--- config.mk ---
export PLATFORM = sky130hd
export DESIGN_NAME = i2c_master_register_transfer_top
export DESIGN_NICKNAME = d
export VERILOG_FILES = /design/src/rtl/core/i2cmrt_pkg.sv /design/src/rtl/core/i2cmrt_cfg.sv /design/src/rtl/core/i2cmrt_seq.sv /design/src/rtl/core/i2c_master_register_transfer_top.sv
export SDC_FILE = /design/constraint.sdc
export NUM_CORES = 1
export LEC_CHECK = 0
export BUFFER_PORTS_ARGS = -buffer_cell sky130_fd_sc_hd__buf_2
export CAP_MARGIN = 20
export CORE_MARGIN = 8
export CORE_UTILIZATION = 65
export DETAILED_ROUTE_END_ITERATION = 10
export GPL_ROUTABILITY_DRIVEN = 1
export GPL_TIMING_DRIVEN = 0
export PLACE_DENSITY = 0.86
export SYNTH_ARGS = -nofsm -noshare
export SYNTH_HDL_FRONTEND = slang
export SYNTH_SLANG_ARGS = --single-unit
export TNS_END_PERCENT = 50
--- constraint.sdc ---
create_clock -name clk -period 9.2 [get_ports clk]
set_input_delay 0.92 -clock clk [delete_from_list [all_inputs] [get_ports clk]]
set_output_delay 0.92 -clock clk [all_outputs]
set_load 0.05 [all_outputs]
--- src/rtl/core/i2cmrt_pkg.sv ---
package i2cmrt_pkg;

  localparam int MaxTransfer = 255;

  typedef enum logic [3:0] {
    PH_IDLE, PH_INIT_WAIT, PH_START_WAIT, PH_START_FREE, PH_START_SCL,
    PH_BIT_SETUP, PH_BIT_RELEASE, PH_BIT_WAIT, PH_ACK_POLL, PH_DATA_WAIT,
    PH_STOP_A, PH_STOP_B
  } phase_t;

  typedef enum logic [1:0] {K_SEND, K_ACK, K_RECV, K_MACK} kind_t;
  typedef enum logic [1:0] {S_ADDR_W, S_REG, S_ADDR_R, S_DATA} stage_t;

  typedef enum logic [2:0] {
    ST_OK, ST_NOT_INIT, ST_ALREADY, ST_BUS_BUSY, ST_SCL_STUCK, ST_ARB_LOST,
    ST_NO_ACK, ST_INIT_LOW
  } status_t;

  typedef enum logic [2:0] {
    CFG_STRETCH, CFG_RECV_STRETCH, CFG_BUS_FREE, CFG_ACK_POLL, CFG_INIT_WAIT
  } cfg_idx_t;

  typedef struct packed {
    logic [15:0] stretch_limit;
    logic [15:0] recv_stretch_limit;
    logic [15:0] bus_free_checks;
    logic [15:0] ack_poll_limit;
    logic [15:0] init_wait_limit;
  } cfg_t;

  typedef struct packed {
    logic [1:0] req_type;
    logic [6:0] slave_address;
    logic [7:0] register_index;
    logic [7:0] byte_count;
    logic [7:0] write_byte;
    logic       write_byte_valid;
    logic       scl_sample;
    logic       sda_sample;
  } tick_t;

  typedef struct packed {
    logic       scl_pull_low;
    logic       sda_pull_low;
    logic [7:0] read_byte;
    logic       read_byte_valid;
    logic       need_write_byte;
    logic       busy_res;
    logic       done_res;
    logic [2:0] status;
  } res_t;

endpackage

--- src/rtl/core/i2cmrt_cfg.sv ---
module i2cmrt_cfg (
  input  logic              clk,
  input  logic              rst_n,
  input  logic              wr_en,
  input  logic [2:0]        wr_index,
  input  logic [15:0]       wr_data,
  output i2cmrt_pkg::cfg_t  cfg
);
  import i2cmrt_pkg::*;

  cfg_t cfg_r;

  always_ff @(posedge clk) begin
    if (!rst_n) begin
      cfg_r <= '{16'd100, 16'd256, 16'd100, 16'd100, 16'd256};
    end else if (wr_en) begin
      unique case (wr_index)
        CFG_STRETCH:      cfg_r.stretch_limit      <= wr_data;
        CFG_RECV_STRETCH: cfg_r.recv_stretch_limit <= wr_data;
        CFG_BUS_FREE:     cfg_r.bus_free_checks    <= wr_data;
        CFG_ACK_POLL:     cfg_r.ack_poll_limit     <= wr_data;
        CFG_INIT_WAIT:    cfg_r.init_wait_limit    <= wr_data;
        default: ;
      endcase
    end
  end

  assign cfg = cfg_r;
endmodule

--- src/rtl/core/i2cmrt_seq.sv ---
module i2cmrt_seq #(
  parameter int MAX_TRANSFER = i2cmrt_pkg::MaxTransfer
) (
  input  logic              clk,
  input  logic              rst_n,
  input  logic              step,
  input  i2cmrt_pkg::tick_t tick,
  input  i2cmrt_pkg::cfg_t  cfg,
  output i2cmrt_pkg::res_t  res
);
  import i2cmrt_pkg::*;

  localparam logic [7:0] MaxCnt = (MAX_TRANSFER > 255) ? 8'd255 : 8'(MAX_TRANSFER);

  phase_t phase_r, phase_nxt;
  kind_t kind_r, kind_nxt;
  stage_t stage_r, stage_nxt;
  logic init_r, init_nxt, rd_r, rd_nxt, scl_r, scl_nxt, sda_r, sda_nxt;
  logic rst_pend_r, rst_pend_nxt;
  status_t end_st_r, end_st_nxt;
  logic [6:0] addr_r, addr_nxt;
  logic [7:0] reg_r, reg_nxt, sh_r, sh_nxt, left_r, left_nxt;
  logic [2:0] bitp_r, bitp_nxt;
  logic [15:0] poll_r, poll_nxt, poll_inc, limit;
  logic done, rbv, cur_bit, both_hi;
  status_t st;
  logic [7:0] rb;

  // zero limit behaves like one: counter reaches it after one increment
  function automatic logic hit(input logic [15:0] c, input logic [15:0] l);
    return {1'b0, c} + 17'd1 >= {1'b0, l};
  endfunction

  assign poll_inc = poll_r + 16'd1;
  assign cur_bit  = sh_r[bitp_r];
  assign both_hi  = tick.scl_sample && tick.sda_sample;
  assign limit    = (kind_r == K_RECV) ? cfg.recv_stretch_limit : cfg.stretch_limit;

  always_comb begin
    phase_nxt = phase_r; kind_nxt = kind_r; stage_nxt = stage_r;
    init_nxt = init_r; rd_nxt = rd_r; scl_nxt = scl_r; sda_nxt = sda_r;
    rst_pend_nxt = rst_pend_r; end_st_nxt = end_st_r; addr_nxt = addr_r;
    reg_nxt = reg_r; sh_nxt = sh_r; left_nxt = left_r; bitp_nxt = bitp_r;
    poll_nxt = poll_r; done = 1'b0; st = ST_OK; rb = '0; rbv = 1'b0;
    unique case (phase_r)
      PH_IDLE: begin
        if (tick.req_type == 2'd1) begin
          if (init_r) begin
            done = 1'b1; st = ST_ALREADY;
          end else begin
            scl_nxt = 1'b0; sda_nxt = 1'b0; poll_nxt = '0; phase_nxt = PH_INIT_WAIT;
          end
        end else if (tick.req_type[1]) begin
          if (!init_r) begin
            done = 1'b1; st = ST_NOT_INIT;
          end else begin
            addr_nxt = tick.slave_address; reg_nxt = tick.register_index;
            left_nxt = (tick.byte_count > MaxCnt) ? MaxCnt : tick.byte_count;
            rd_nxt = tick.req_type[0]; stage_nxt = S_ADDR_W;
            scl_nxt = 1'b0; sda_nxt = 1'b0; poll_nxt = '0; phase_nxt = PH_START_WAIT;
          end
        end
      end
      PH_INIT_WAIT: begin
        if (both_hi) begin
          init_nxt = 1'b1; done = 1'b1; phase_nxt = PH_IDLE;
        end else begin
          poll_nxt = poll_inc;
          if (hit(poll_r, cfg.init_wait_limit)) begin
            done = 1'b1; st = ST_INIT_LOW; phase_nxt = PH_IDLE;
          end
        end
      end
      PH_START_WAIT: begin
        if (both_hi) begin
          poll_nxt = '0; phase_nxt = PH_START_FREE;
        end else begin
          poll_nxt = poll_inc;
          if (hit(poll_r, cfg.stretch_limit)) begin
            done = 1'b1; st = ST_BUS_BUSY; phase_nxt = PH_IDLE;
          end
        end
      end
      PH_START_FREE: begin
        if (!both_hi) begin
          done = 1'b1; st = ST_BUS_BUSY; phase_nxt = PH_IDLE;
        end else begin
          poll_nxt = poll_inc;
          if (hit(poll_r, cfg.bus_free_checks)) begin
            sda_nxt = 1'b1; phase_nxt = PH_START_SCL;
          end
        end
      end
      PH_START_SCL: begin
        if (!tick.scl_sample) begin
          scl_nxt = 1'b0; sda_nxt = 1'b0; done = 1'b1; st = ST_SCL_STUCK;
          phase_nxt = PH_IDLE;
        end else begin
          scl_nxt = 1'b1; sh_nxt = {addr_r, stage_r == S_ADDR_R};
          bitp_nxt = 3'd7; kind_nxt = K_SEND; phase_nxt = PH_BIT_SETUP;
        end
      end
      PH_BIT_SETUP: begin
        scl_nxt = 1'b1;
        case (kind_r)
          K_SEND:  sda_nxt = !cur_bit;
          K_MACK:  sda_nxt = (left_r != 8'd0);
          default: sda_nxt = 1'b0;
        endcase
        phase_nxt = PH_BIT_RELEASE;
      end
      PH_BIT_RELEASE: begin
        scl_nxt = 1'b0; poll_nxt = '0; phase_nxt = PH_BIT_WAIT;
      end
      PH_BIT_WAIT: begin
        if (tick.scl_sample) begin
          case (kind_r)
            K_SEND: begin
              if (tick.sda_sample != cur_bit) begin
                scl_nxt = 1'b0; sda_nxt = 1'b0; done = 1'b1; st = ST_ARB_LOST;
                phase_nxt = PH_IDLE;
              end else begin
                scl_nxt = 1'b1; phase_nxt = PH_BIT_SETUP;
                if (bitp_r == 3'd0) kind_nxt = K_ACK;
                else bitp_nxt = bitp_r - 3'd1;
              end
            end
            K_ACK: begin
              poll_nxt = '0; phase_nxt = PH_ACK_POLL;
            end
            K_RECV: begin
              sh_nxt = {sh_r[6:0], tick.sda_sample}; scl_nxt = 1'b1;
              phase_nxt = PH_BIT_SETUP;
              if (bitp_r == 3'd0) begin
                rb = sh_nxt; rbv = 1'b1;
                if (left_r != 8'd0) left_nxt = left_r - 8'd1;
                kind_nxt = K_MACK;
              end else begin
                bitp_nxt = bitp_r - 3'd1;
              end
            end
            default: begin
              scl_nxt = 1'b1;
              if (left_r != 8'd0) begin
                sh_nxt = '0; bitp_nxt = 3'd7; kind_nxt = K_RECV; phase_nxt = PH_BIT_SETUP;
              end else begin
                sda_nxt = 1'b1; end_st_nxt = ST_OK; rst_pend_nxt = 1'b0;
                phase_nxt = PH_STOP_A;
              end
            end
          endcase
        end else begin
          poll_nxt = poll_inc;
          if (hit(poll_r, limit)) begin
            if (kind_r == K_MACK) begin
              scl_nxt = 1'b1;
              if (left_r != 8'd0) begin
                sh_nxt = '0; bitp_nxt = 3'd7; kind_nxt = K_RECV; phase_nxt = PH_BIT_SETUP;
              end else begin
                sda_nxt = 1'b1; end_st_nxt = ST_OK; rst_pend_nxt = 1'b0;
                phase_nxt = PH_STOP_A;
              end
            end else begin
              sda_nxt = 1'b1; end_st_nxt = ST_SCL_STUCK; rst_pend_nxt = 1'b0;
              phase_nxt = PH_STOP_A;
            end
          end
        end
      end
      PH_ACK_POLL: begin
        if (!tick.sda_sample) begin
          scl_nxt = 1'b1;
          case (stage_r)
            S_ADDR_W: begin
              stage_nxt = S_REG; sh_nxt = reg_r; bitp_nxt = 3'd7; kind_nxt = K_SEND;
              phase_nxt = PH_BIT_SETUP;
            end
            S_REG: begin
              if (rd_r) begin
                sda_nxt = 1'b1; end_st_nxt = ST_OK; rst_pend_nxt = 1'b1;
                phase_nxt = PH_STOP_A;
              end else begin
                stage_nxt = S_DATA;
                if (left_r == 8'd0) begin
                  sda_nxt = 1'b1; end_st_nxt = ST_OK; rst_pend_nxt = 1'b0;
                  phase_nxt = PH_STOP_A;
                end else phase_nxt = PH_DATA_WAIT;
              end
            end
            S_ADDR_R: begin
              stage_nxt = S_DATA;
              if (left_r != 8'd0) begin
                sh_nxt = '0; bitp_nxt = 3'd7; kind_nxt = K_RECV; phase_nxt = PH_BIT_SETUP;
              end else begin
                sda_nxt = 1'b1; end_st_nxt = ST_OK; rst_pend_nxt = 1'b0;
                phase_nxt = PH_STOP_A;
              end
            end
            default: begin
              if (left_r <= 8'd1) begin
                left_nxt = '0;
                sda_nxt = 1'b1; end_st_nxt = ST_OK; rst_pend_nxt = 1'b0;
                phase_nxt = PH_STOP_A;
              end else begin
                left_nxt = left_r - 8'd1; phase_nxt = PH_DATA_WAIT;
              end
            end
          endcase
        end else begin
          poll_nxt = poll_inc;
          if (hit(poll_r, cfg.ack_poll_limit)) begin
            scl_nxt = 1'b1; sda_nxt = 1'b1; end_st_nxt = ST_NO_ACK; rst_pend_nxt = 1'b0;
            phase_nxt = PH_STOP_A;
          end
        end
      end
      PH_DATA_WAIT: begin
        if (tick.write_byte_valid) begin
          sh_nxt = tick.write_byte; bitp_nxt = 3'd7; kind_nxt = K_SEND;
          phase_nxt = PH_BIT_SETUP;
        end
      end
      PH_STOP_A: begin
        scl_nxt = 1'b0; phase_nxt = PH_STOP_B;
      end
      PH_STOP_B: begin
        sda_nxt = 1'b0;
        if (rst_pend_r) begin
          rst_pend_nxt = 1'b0; stage_nxt = S_ADDR_R; poll_nxt = '0;
          phase_nxt = PH_START_WAIT;
        end else begin
          done = 1'b1; st = end_st_r; phase_nxt = PH_IDLE;
        end
      end
      default: begin
        scl_nxt = 1'b0; sda_nxt = 1'b0; phase_nxt = PH_IDLE;
      end
    endcase
  end

  always_ff @(posedge clk) begin
    if (!rst_n) begin
      phase_r <= PH_IDLE; kind_r <= K_SEND; stage_r <= S_ADDR_W;
      init_r <= 1'b0; rd_r <= 1'b0; scl_r <= 1'b0; sda_r <= 1'b0;
      rst_pend_r <= 1'b0; end_st_r <= ST_OK; addr_r <= '0; reg_r <= '0;
      sh_r <= '0; left_r <= '0; bitp_r <= 3'd7; poll_r <= '0;
    end else if (step) begin
      phase_r <= phase_nxt; kind_r <= kind_nxt; stage_r <= stage_nxt;
      init_r <= init_nxt; rd_r <= rd_nxt; scl_r <= scl_nxt; sda_r <= sda_nxt;
      rst_pend_r <= rst_pend_nxt; end_st_r <= end_st_nxt; addr_r <= addr_nxt;
      reg_r <= reg_nxt; sh_r <= sh_nxt; left_r <= left_nxt; bitp_r <= bitp_nxt;
      poll_r <= poll_nxt;
    end
  end

  always_comb begin
    res.scl_pull_low    = scl_nxt;
    res.sda_pull_low    = sda_nxt;
    res.read_byte       = rb;
    res.read_byte_valid = rbv;
    res.need_write_byte = (phase_nxt == PH_DATA_WAIT);
    res.busy_res        = (phase_nxt != PH_IDLE);
    res.done_res        = done;
    res.status          = st;
  end

  a_done_idle: assert property (@(posedge clk) disable iff (!rst_n)
    step && done |=> phase_r == PH_IDLE)
    else $error("done without return to idle");
  a_stop_seq: assert property (@(posedge clk) disable iff (!rst_n)
    step && phase_r == PH_STOP_A |=> phase_r == PH_STOP_B)
    else $error("stop sequence broken");
  a_rbv_mack: assert property (@(posedge clk) disable iff (!rst_n)
    step && rbv |=> kind_r == K_MACK)
    else $error("byte received without master ack");
endmodule

--- src/rtl/core/i2c_master_register_transfer_top.sv ---
// The result beat is registered: it appears in the cycle after its input beat is accepted.
// Throughput: one beat per cycle while the output is not stalled; the sequencer registers step once per tick.
// The result register frees up when taken, so input keeps flowing while it is read.
// Reset (rst_n low, synchronous): sequencer idle, not initialised, lines released,
// limits at their default values, no result pending.
module i2c_master_register_transfer_top #(
  parameter int MAX_TRANSFER = i2cmrt_pkg::MaxTransfer
) (
  input  logic        clk,
  input  logic        rst_n,
  input  logic        in_tvalid,
  output logic        in_tready,
  // req_type[1:0], slave_address[8:2], register_index[16:9], byte_count[24:17],
  // write_byte[32:25], write_byte_valid[33], scl_sample[34], sda_sample[35]
  input  logic [39:0] in_tdata,
  output logic        out_tvalid,
  input  logic        out_tready,
  // scl_pull_low[0], sda_pull_low[1], read_byte[9:2], read_byte_valid[10],
  // need_write_byte[11], busy_res[12], done_res[13], status[16:14]
  output logic [23:0] out_tdata,
  input  logic        cfg_valid,
  output logic        cfg_ready,
  input  logic [2:0]  cfg_index,
  input  logic [15:0] cfg_data
);
  import i2cmrt_pkg::*;

  tick_t tick;
  cfg_t cfg;
  res_t res;
  logic step;
  logic vld_r;
  logic [16:0] dat_r;

  assign in_tready = !vld_r || out_tready;
  assign step = in_tvalid && in_tready;
  assign cfg_ready = 1'b1;

  assign tick = '{in_tdata[1:0], in_tdata[8:2], in_tdata[16:9], in_tdata[24:17],
                  in_tdata[32:25], in_tdata[33], in_tdata[34], in_tdata[35]};

  i2cmrt_cfg u_cfg (
    .clk(clk), .rst_n(rst_n), .wr_en(cfg_valid), .wr_index(cfg_index),
    .wr_data(cfg_data), .cfg(cfg)
  );

  i2cmrt_seq #(.MAX_TRANSFER(MAX_TRANSFER)) u_seq (
    .clk(clk), .rst_n(rst_n), .step(step), .tick(tick), .cfg(cfg), .res(res)
  );

  always_ff @(posedge clk) begin
    if (!rst_n) begin
      vld_r <= 1'b0;
    end else if (in_tready) begin
      vld_r <= in_tvalid;
    end
  end

  // hold the result beat until taken
  always_ff @(posedge clk) begin
    if (step) begin
      dat_r <= {res.status, res.done_res, res.busy_res, res.need_write_byte,
                res.read_byte_valid, res.read_byte, res.sda_pull_low, res.scl_pull_low};
    end
  end

  assign out_tvalid = vld_r;
  assign out_tdata = {7'd0, dat_r};

  a_hold: assert property (@(posedge clk) disable iff (!rst_n)
    out_tvalid && !out_tready |=> out_tvalid && $stable(out_tdata))
    else $error("result beat dropped");
  a_load: assert property (@(posedge clk) disable iff (!rst_n)
    step |=> out_tvalid)
    else $error("accepted beat without result");
  a_stall: assert property (@(posedge clk) disable iff (!rst_n)
    out_tvalid && !out_tready |-> !in_tready)
    else $error("input taken while output stalled");
endmodule

==> results of run 1 <==
-- state kept, by name (all words and copies together) (netlist names) --
register          flops
u_seq.stage_r         2
u_cfg.cfg            80
u_seq.end_st_r        3
u_seq.sda_r           1
u_seq.init_r          1
u_seq.left_r          8
u_seq.rd_r            1
u_seq.sh_r            8
u_seq.reg_r           8
u_seq.kind_r          2
u_seq.bitp_r          3
u_seq.phase_r         4
out_tvalid            1
dat_r                17
u_seq.addr_r          7
u_seq.rst_pend_r      1
u_seq.scl_r           1
u_seq.poll_r         16
-- layout by cell type (no fill, tap or decap), types with 11 or more instances in the layout --
| cell type | count |
|---|---|
| and2_1 | 20 |
| clkbuf_1 | 63 |
| a32o_1 | 11 |
| ha_1 | 81 |
| nor3_1 | 24 |
| a211oi_1 | 13 |
| clkbuf_16 | 18 |
| o211ai_1 | 21 |
| a21oi_1 | 52 |
| nand2b_1 | 20 |
| inv_1 | 83 |
| dfxtp_1 | 147 |
| a21boi_0 | 97 |
| o21ai_0 | 61 |
| nand2_1 | 279 |
| a31oi_1 | 12 |
| buf_2 | 80 |
| nor2b_1 | 24 |
| nand3_1 | 21 |
| nor2_1 | 59 |
| edfxtp_1 | 17 |
| mux2i_1 | 19 |
-- metrics by stage --
stage / total power [W] / cell area, µm² / hold slack (ns) / cells
floorplan: 0.000955 / 10500 / 0.415 / 1327
global placement: 0.00104 / 11200 / 0.435 / 1618
detailed placement: 0.00105 / 11200 / 0.435 / 1620
CTS: 0.00180 / 11800 / 0.445 / 1651
global route: 0.00186 / 11800 / 0.477 / 1652
finish: 0.00182 / 11800 / 0.454 / 1652
-- cells by family (layout without fill, tap and decap cells) --
| kind of cell | Yosys count | in the layout | share of synthesized area, % |
|---|---|---|---|
| multiplexers | 22 | 22 | 2.34 |
| buffers and inverters | 158 | 267 | 5.98 |
| flip-flops | 164 | 164 | 32.9 |
| adder cells (fa/ha/maj) | 85 | 85 | 10.0 |
| XOR/XNOR | 16 | 16 | 1.33 |
| AO/OA/AOI/OAI | 364 | 364 | 24.8 |
| AND/OR/NAND/NOR | 510 | 510 | 22.6 |
| other | 2 | 8 | 0.0714 |
-- worst max path at each step --
stage                          from        end  slack (ns)  cells after the start
CTS                 u_seq.poll_r[0]  dat_r[11]        3.72                     16
global placement    u_seq.poll_r[0]  dat_r[11]        3.90                     16
finish              u_seq.poll_r[0]   dat_r[1]        3.54                     16
detailed placement  u_seq.poll_r[0]  dat_r[11]        3.80                     16
global route        u_seq.poll_r[0]  dat_r[11]        3.25                     16
floorplan           u_seq.poll_r[0]  dat_r[15]        5.07                     16
-- area by class of cell --
class | count | area (µm²)
buffer | 75 | 317
clock buffer | 22 | 485
clock inverter | 9 | 140
fill | 1214 | 4000
inverter | 83 | 312
multi-input combinational | 1005 | 6450
sequential | 164 | 3450
tap | 216 | 270
timing repair buffer | 78 | 399
-- worst max-delay path: stages, from the launching register on --
cell       delay [ns]
dfxtp_1          0.63
ha_1             0.40
nand2_1          0.25
or2_2            0.36
clkbuf_1         0.18
nor2_1           0.16
xor2_1           0.61
ha_1             0.39
and3_1           0.20
a221oi_1         0.24
o211ai_1         0.15
a2111oi_0        0.62
o21a_1           0.36
o21ai_0          0.14
o21a_1           0.11
a211oi_1         0.50
nand2_1          0.11
-- power groups by stage --
stage               registers (W)  logic (W)  clock network (W)
floorplan                0.000788   0.000167                  0
global placement         0.000771   0.000273                  0
detailed placement       0.000772   0.000276                  0
CTS                      0.000756   0.000279           0.000769
global route             0.000759   0.000307           0.000799
finish                   0.000757   0.000287           0.000771
-- metal layers --
layer	GRT usage, %	vias to the layer above	part of all wire (%)
li1	-	4866	-
met1	43.5	4915	43
met2	51.9	585	45
met3	6.78	76	10
met4	11.1	0	2.5
met5	0	-	0
==> results.ini, run 1 <==
[cts]
cts_tree=yes
clockBufferDepth=2
hold_buffers=0
cts_max_level=4
cts_buffers=17
cts.repair.resized=0
cts_sinks=164
clk_pin_slew_ns=0.07
cts-root-buf=clkbuf_16
post-cts-setup-buffers=0
clkLatencyLatePin_ns=0.44

[sta]
fin_crit_sh_pct=61.5
slew_viol_final=0
clock.fmax_mhz=177
min_period_ns=5.66
hold_violations=0
tns_ns=0
worst_slew_pin_slew_ns=0.915
finalSetupViolCount=0
slew_headroom_pct=38.5
skew_ns=0.0103
setup_ws_ns=3.54
grt_setup_unrepaired=false

[critical_path]
worst_r2r_endpoint=dat_r[1]
rr_worst_depth=16
critPathCaptureType=register
r2r-start=u_seq.poll_r[0]
criticalPathCategory=register to register
startpoint_type=register
cp_data_required_time_ns=9.37
critPathArrivalTime_ns=5.83
cp_max_fo=8
r2r_slack_ns=3.54

[synth]
synth-seq-cells=164
postSynthAreaPerCell_um2=7.96
netlist_area_mm2=0.0105
synth_top_area_share_pct=28.0
syn_inst=1321
synth-edff-count=17
ys.flop_type=dfxtp_1
yosysMostFrequentCell=nand2_1
async_reset_ff_share_pct=0
seq_area_frac_synth_pct=32.9
synthTopCellsByArea=dfxtp_1, nand2_1, ha_1
synth_area_leader_cell=dfxtp_1
synth_common_cells=nand2_1, dfxtp_1, a21boi_0, inv_1, ha_1
yosysUniqueCellTypes=81
ys_warn_count=0

[power_and_ir_drop]
p_leak_nw=4.74
p_int_w=0.00129
p_per_area_mw_per_mm2=153
pwr-share-clk_pct=42.5
sw_frac_of_total_pct=28.8
p_sw_w=0.000523
power.ir.vdd_worst_mv=0.141
combPwrFrac_pct=15.8
pwr-share-seq_pct=41.7

[routing]
wirelength_um=33100
drc_errors=0
firstDrtPassIters=8
initialDrtViolationCount=1089
vias=10442
wire_per_inst_um=20.0
antenna_left=0
viasPerCell=6.32

[global_routing]
grt_pass1_wl_um=52800
grt_pass1_vias=9994
overflow=0
antenna_found_initial=0
grtUsageTotal_pct=32.8
grt_max_degree=17

[job]
cap_violations=0

[worst_hold_path]
hp-class=register to register
hold_depth=2
whs_endpoint=u_seq.end_st_r[0]
hp-start=u_seq.end_st_r[0]

[floorplanning]
core_mm2=0.0158
ioPinCount=91
start_util_pct=66.4
die-height_um=143
die_w_um=143
num_rows=46
dieArea_mm2=0.0205

[finish]
drive_above_1_share_pct=9.89
num_antenna_cells=0
area_delta_synth_final_pct=12.5
finalCoreUtilization_pct=74.7
fin_nets=1569

[placement]
io_buffers=75
pre_cts_ws_ns=3.80
hpwl_um=24500
gp_congestion=0.995

[status]
status=finished, final reports clean

(Power assumes the default switching activity.)
==> run 2: changes to the inputs <==
--- a/config.mk
+++ b/config.mk
@@ -8,11 +8,11 @@
 export BUFFER_PORTS_ARGS = -buffer_cell sky130_fd_sc_hd__buf_2
 export CAP_MARGIN = 20
 export CORE_MARGIN = 8
-export CORE_UTILIZATION = 65
+export CORE_UTILIZATION = 55
 export DETAILED_ROUTE_END_ITERATION = 10
 export GPL_ROUTABILITY_DRIVEN = 1
 export GPL_TIMING_DRIVEN = 0
-export PLACE_DENSITY = 0.86
+export PLACE_DENSITY = 0.77
 export SYNTH_ARGS = -nofsm -noshare
 export SYNTH_HDL_FRONTEND = slang
 export SYNTH_SLANG_ARGS = --single-unit
==> constraint.sdc (replaced) <==
create_clock -name clk -period 5 [get_ports clk]
set_input_delay 0.5 -clock clk [delete_from_list [all_inputs] [get_ports clk]]
set_output_delay 0.5 -clock clk [all_outputs]
set_load 0.05 [all_outputs]
==> run 2 against run 1 <==
Non-clock buffer count unchanged. Worst hold slack worse by 0.16 ns. Sequential cell count did not move. Fmax grew 20%. Register-to-register slack lost 3.3 ns. Worst setup slack got worse by 3.3 ns. Core utilization shrank 11 points. Cell count up 1.2%. Final area increased by 0.30%. Clock-buffer cell count shrank 5. Total power rose by 78%. Clock power is 70% higher. Largest cell class unchanged. Largest power group is now sequential cells.
==> results.ini, run 2 (synthesis results as in run 1) <==
[status]
status=finished, final reports clean

[routing]
initialDrtViolationCount=967  ; -11%
wirelength_um=32700  ; -1.0%
wire_per_inst_um=19.6  ; -2.1%
firstDrtPassIters=6  ; -2
vias=10181  ; -2.5%
viasPerCell=6.09  ; -3.6%
antenna_left=0  ; unchanged
drc_errors=0  ; unchanged

[power_and_ir_drop]
p_per_area_mw_per_mm2=272  ; +77%
p_leak_nw=4.77  ; +0.57%
power.ir.vdd_worst_mv=0.241  ; +72%

[global_routing]
grtUsageTotal_pct=27.3  ; -5.4 points
grt_pass1_vias=9672  ; -3.2%
antenna_found_initial=0  ; unchanged
overflow=0  ; unchanged
grt_pass1_wl_um=51600  ; -2.3%
grt_max_degree=19  ; +2

[placement]
place_area_mm2=0.0112  ; +0.17%
pre_cts_ws_ns=-0.470  ; -4.27 ns
io_buffers=75  ; unchanged
gp_congestion=0.995  ; about the same
placedCellCount=1637  ; +1.0%
hpwl_um=24600  ; +0.55%

[floorplanning]
core_mm2=0.0187  ; +18%
ioPinCount=91  ; unchanged
die_w_um=154  ; +7.7%
die-height_um=154  ; +7.7%
start_util_pct=56.2  ; -10 points
dieArea_mm2=0.0238  ; +16%
num_rows=50  ; +8.7%

[critical_path]
r2r_slack_ns=0.28  ; -3.26 ns
path_buf_inv=0  ; -1
cp_top_family=simple AND/OR/NAND/NOR gates
cp_max_fo=8  ; unchanged
criticalPathCategory=register to register
cp_data_required_time_ns=5.27  ; -4.10 ns
slowest_delay_ns=0.72  ; +0.09 ns
startpoint_type=register
critPathArrivalTime_ns=4.99  ; -0.84 ns
critPathCaptureType=register
path_cells=nand3_1, nor2_1, nand3_1, xnor2_1, ha_1, and3_1, a221oi_1, o211ai_1, a2111oi_1, o21a_1, o221ai_1, nor4_2, and2_1, nor3b_1
crit_slowest_cell=xnor2_1
path_common_cell=nand3_1

[sta]
slew_headroom_pct=39.2  ; +0.65 points
setup_ws_ns=0.278  ; -3.26 ns
worst_slew_pin_slew_ns=0.909  ; -0.00646 ns
skew_ns=0.0132  ; +0.00295 ns
grt_setup_unrepaired=false
min_period_ns=4.72  ; -0.935 ns
slew_viol_final=0  ; unchanged
fin_crit_sh_pct=94.4  ; +33 points
tns_ns=0  ; unchanged
hold_violations=0  ; unchanged
clock.fmax_mhz=212  ; +20%
finalSetupViolCount=0  ; unchanged

[job]
cap_violations=0  ; unchanged

[finish]
final_common_cell=nand2_1
num_antenna_cells=0  ; unchanged
fin_area_mm2=0.0119  ; +0.30%
largest_reg_flops=80  ; unchanged
layout_common_cells=nand2_1, dfxtp_1, a21boi_0, inv_1
area_delta_synth_final_pct=12.9
fin_nets=1569  ; unchanged
drive_above_1_share_pct=10.8  ; +0.90 points
nFillCells=1688  ; +39%
finalCoreUtilization_pct=63.4  ; -11 points
fin_cells=1671  ; +1.2%

[cts]
cts_buffers=17  ; unchanged
cts_tree=yes
cts_sinks=164  ; unchanged
clkLatencyLatePin_ns=0.45  ; about the same
cts_max_level=4  ; unchanged
clockBufferDepth=2  ; unchanged
clk_pin_slew_ns=0.08  ; about the same
cts-root-buf=clkbuf_16

[worst_hold_path]
hp-class=primary input to register

-- run 2: power by group --
group / leakage [nW] / switching [W] / total (W) / internal (W)
Clock: 0.288 / 0.000644 / 0.00131 / 0.000669
Combinational: 3.12 / 0.000360 / 0.000527 / 0.000167
Sequential: 1.36 / 0.0000258 / 0.00139 / 0.00137
Total: 4.77 / 0.00103 / 0.00323 / 0.00220
-- run 2: path summary, 6_finish.rpt --
kind / startpoint / to / cells after the start
worst max-delay path: u_seq.poll_r[0] / dat_r[11] / 14
worst max register to register: u_seq.poll_r[0] / dat_r[11] / 14
worst min-delay path: in_tdata[11] / u_seq.reg_r[2] / 3
worst min register to register: u_seq.end_st_r[0] / u_seq.end_st_r[0] / 2
-- run 2: final cells by class --
class	count	area [µm²]	area share [%]
Buffer	74	318	2.68
Clock buffer	17	425	3.59
Clock inverter	15	158	1.33
Inverter	83	312	2.63
Multi-Input combinational cell	1005	6490	54.7
Sequential cell	164	3450	29.1
Tap cell	234	293	2.47
Timing Repair Buffer	79	415	3.50
-- run 2: through the flow --
stage / hold WS, ns / total power, W
after floorplan: 0.415 / 0.00176
after global placement: 0.433 / 0.00192
after detailed placement: 0.437 / 0.00193
after CTS: 0.286 / 0.00323
after global routing: 0.301 / 0.00335
final: 0.293 / 0.00323
-- run 2: worst register-to-register path, stage by stage (launching register included) --
cell,delay (ns)
dfxtp_2,0.49
nand3_1,0.21
nor2_1,0.32
nand3_1,0.19
xnor2_1,0.72
ha_1,0.39
and3_1,0.18
a221oi_1,0.24
o211ai_1,0.15
a2111oi_1,0.44
o21a_1,0.34
o221ai_1,0.19
nor4_2,0.30
and2_1,0.20
nor3b_1,0.20
-- run 2: repair_timing --
item / CTS / global route
buffers inserted: 1 / 0
pin swaps: 0 / 0
endpoints found under the setup margin: 21 / 4
resized for setup: 5 / 6
hold buffers: 0 / 0
-- run 2: layer usage --
layer | vias up | track usage, % | part of all wire, %
met2 | 450 | 41.3 | 44
met4 | 0 | 10.0 | 2.5
met3 | 63 | 6.21 | 8.8
li1 | 4869 | - | -
met5 | - | 0 | 0
met1 | 4799 | 37.4 | 45
==> run 3: changes to the inputs <==
--- a/config.mk
+++ b/config.mk
@@ -5,6 +5,7 @@
 export SDC_FILE = /design/constraint.sdc
 export NUM_CORES = 1
 export LEC_CHECK = 0
+export ABC_AREA = 1
 export BUFFER_PORTS_ARGS = -buffer_cell sky130_fd_sc_hd__buf_2
 export CAP_MARGIN = 20
 export CORE_MARGIN = 8
==> run 3 against run 2 <==
Highest routed layer is now met5. Critical path type unchanged. Sequential power about the same. Sequential share of layout area rose by 0.25 points. Critical endpoint is now u_seq.end_st_r[0]. Register-to-register slack gained 0.04 ns. Largest power group unchanged.
==> results.ini, run 3 <==
[floorplanning]
start_util_pct=56.0  ; -0.23 points
ioPinCount=91  ; unchanged
dieArea_mm2=0.0237  ; -0.36%
num_rows=50  ; unchanged
core_mm2=0.0187  ; unchanged
die_w_um=154  ; -0.18%
die-height_um=154  ; -0.18%

[sta]
skew_ns=0.0113  ; -0.00195 ns
slew_headroom_pct=30.7  ; -8.4 points
min_period_ns=4.69  ; -0.0353 ns
fin_crit_sh_pct=93.7  ; -0.71 points
hold_violations=0  ; unchanged
tns_ns=0  ; unchanged
clock.fmax_mhz=213  ; +0.75%
worst_slew_pin_slew_ns=1.04  ; +0.126 ns
grt_setup_unrepaired=false
setup_ws_ns=0.313  ; +0.0353 ns
slew_viol_final=0  ; unchanged
finalSetupViolCount=0  ; unchanged

[placement]
io_buffers=77  ; +2.7%
gp_congestion=0.989  ; -0.57%
hpwl_um=25200  ; +2.5%
pre_cts_ws_ns=0.501  ; +0.971 ns

[routing]
wire_per_inst_um=17.4  ; -11%
wirelength_um=32600  ; -0.36%
initialDrtViolationCount=1393  ; +44%
firstDrtPassIters=9  ; +3
drc_errors=0  ; unchanged
viasPerCell=5.75  ; -5.7%
antenna_left=0  ; unchanged
vias=10754  ; +5.6%

[synth]
postSynthAreaPerCell_um2=6.87  ; -14%
yosysMostFrequentCell=nand2_1
synthTopCellsByArea=dfxtp_1, nand2_1, ha_1
synth_common_cells=nand2_1, nor2_1, inv_1, dfxtp_1, o21ai_0
synth_top_area_share_pct=28.1  ; +0.11 points
syn_inst=1523  ; +15%
synth_area_leader_cell=dfxtp_1
ys_warn_count=0  ; unchanged
ys.flop_type=dfxtp_1
yosysUniqueCellTypes=53  ; -35%
async_reset_ff_share_pct=0  ; unchanged
synth-edff-count=17  ; unchanged
seq_area_frac_synth_pct=33.0  ; +0.13 points
synth-seq-cells=164  ; unchanged
netlist_area_mm2=0.0105  ; -0.40%

[worst_hold_path]
hold_depth=3  ; unchanged
hp-class=primary input to register
hp-start=in_tdata[15]

[critical_path]
path_buf_inv=4  ; +4
cp_top_family=simple AND/OR/NAND/NOR gates
crit_slowest_cell=clkinv_1
path_cells=inv_1, ha_1, buf_2, clkinv_1, clkbuf_1, nand2_1, o21ai_0, ha_1, nand2_1, nor2_1, nand3_1, nor3_1, nand4_1, nor2_2, a21oi_4, nand3_1, nand4_1, o21ai_0, nor2_1
rr_worst_depth=19  ; +5
slowest_delay_ns=0.44  ; -0.28 ns
r2r-start=u_seq.kind_r[0]
cp_max_fo=10  ; +2
cp-startpoint=u_seq.kind_r[0]
critPathArrivalTime_ns=4.99  ; about the same
crit_cells=19  ; +5
cp_data_required_time_ns=5.30  ; +0.03 ns
criticalPathCategory=register to register
startpoint_type=register
critPathCaptureType=register

[job]
cap_violations=0  ; unchanged

[cts]
cts_tree=yes
cts-root-buf=clkbuf_16
clockBufferDepth=2  ; unchanged
clkLatencyLatePin_ns=0.44  ; about the same
clk_pin_slew_ns=0.07  ; about the same
cts_sinks=164  ; unchanged
cts_max_level=4  ; unchanged
cts_buffers=17  ; unchanged

[power_and_ir_drop]
p_leak_nw=5.49  ; +15%
p_per_area_mw_per_mm2=287  ; +5.3%
power.ir.vdd_worst_mv=0.245  ; +1.3%

[global_routing]
grt_max_degree=27  ; +8
antenna_found_initial=1  ; +1
overflow=0  ; unchanged
grt_pass1_wl_um=52000  ; +0.73%
grtUsageTotal_pct=27.4  ; +0.076 points
grt_pass1_vias=9870  ; +2.0%

[finish]
drive_above_1_share_pct=10.8  ; -0.035 points
area_delta_synth_final_pct=12.3
final_common_cell=nand2_1
num_antenna_cells=0  ; unchanged
largest_reg_flops=80  ; unchanged
layout_common_cells=nand2_1, nor2_1, inv_1, dfxtp_1, o21ai_0
fin_nets=1770  ; +13%

[status]
status=finished, final reports clean

## run 3: cell types whose count changed in the layout (fill, tap and decap cells not counted), sizes merged, moves of 19 or more
cell,before,now
nor2b,24,0
a21boi,97,3
nand3,22,86
inv,93,208
nand4,11,34
mux2i,19,0
nor2,59,215
clkbuf,78,50
nand2b,20,1
o21ai,63,153
a21oi,53,136
and2,20,1
## run 3: path summary, 6_finish.rpt
kind | endpoint | slack, ns
worst max-delay path | u_seq.end_st_r[0] | 0.31
worst min-delay path | u_seq.reg_r[6] | 0.31
worst max register to register | u_seq.end_st_r[0] | 0.31
worst min register to register | u_cfg.cfg[1] | 0.46
## run 3: kinds of logic after synthesis
| group | count (synthesis) | synth area share, % |
|---|---|---|
| buffers and inverters | 251 | 9.48 |
| DFF | 164 | 33.0 |
| adders and majority gates | 81 | 9.68 |
| other | 2 | 0.0717 |
| and+or+nand+nor | 653 | 27.5 |
| xor gates and xnor gates | 12 | 1.00 |
| AOI/OAI and AO/OA | 360 | 19.2 |
## run 3: metrics by stage
| stage | power, W | instance area, µm² | hold WS (ns) | utilization [%] | std cells |
|---|---|---|---|---|---|
| floorplan | 0.00188 | 10500 | 0.424 | - | 1529 |
| global placement | 0.00205 | 11200 | 0.437 | 59.7 | 1840 |
| detailed placement | 0.00206 | 11200 | 0.454 | 59.7 | 1840 |
| CTS | 0.00336 | 11800 | 0.305 | 62.8 | 1871 |
| global route | 0.00350 | 11800 | 0.322 | 62.9 | 1871 |
| finish | 0.00337 | 11800 | 0.309 | 62.9 | 1871 |
## run 3: report_power, final
group	internal, W	leakage, nW	switching (W)
Clock	0.000715	0.284	0.000602
Combinational	0.000186	3.85	0.000451
Sequential	0.00139	1.37	0.0000323
## run 3: final cells by class
cell class              count  area, µm²
flip-flops and latches    164       3450
repair buffers             77        385
plain buffers              47        226
fillers                  1751       6950
inverters                 204        766
clock buffers              18        439
well taps                 234        293
clock inverters            13        141
multi-input cells        1114       6050
## run 3: per-layer routing
layer / up-vias / track usage [%] / part of all wire (%) / wire length (µm)
met2: 526 / 40.8 / 42 / 13800
met4: 2 / 9.71 / 2.2 / 733
li1: 5288 / - / - / -
met5: - / 0 / 0.040 / 13
met3: 63 / 5.83 / 10 / 3360
met1: 4875 / 38.3 / 45 / 14700
## run 3: what timing repair did
item / in CTS / in global routing
hold buffers: 0 / 0
buffers inserted: 0 / 0
endpoints found under the hold margin: 0 / 0
setup endpoints to repair: 0 / 1
gates resized for setup: 0 / 1
## run 3: worst min-delay path: cells and delay by family
kind / cells / cell delay [ns]
simple gates: 1 / 0.08
buf+inv: 1 / 0.07
compound gates: 1 / 0.07
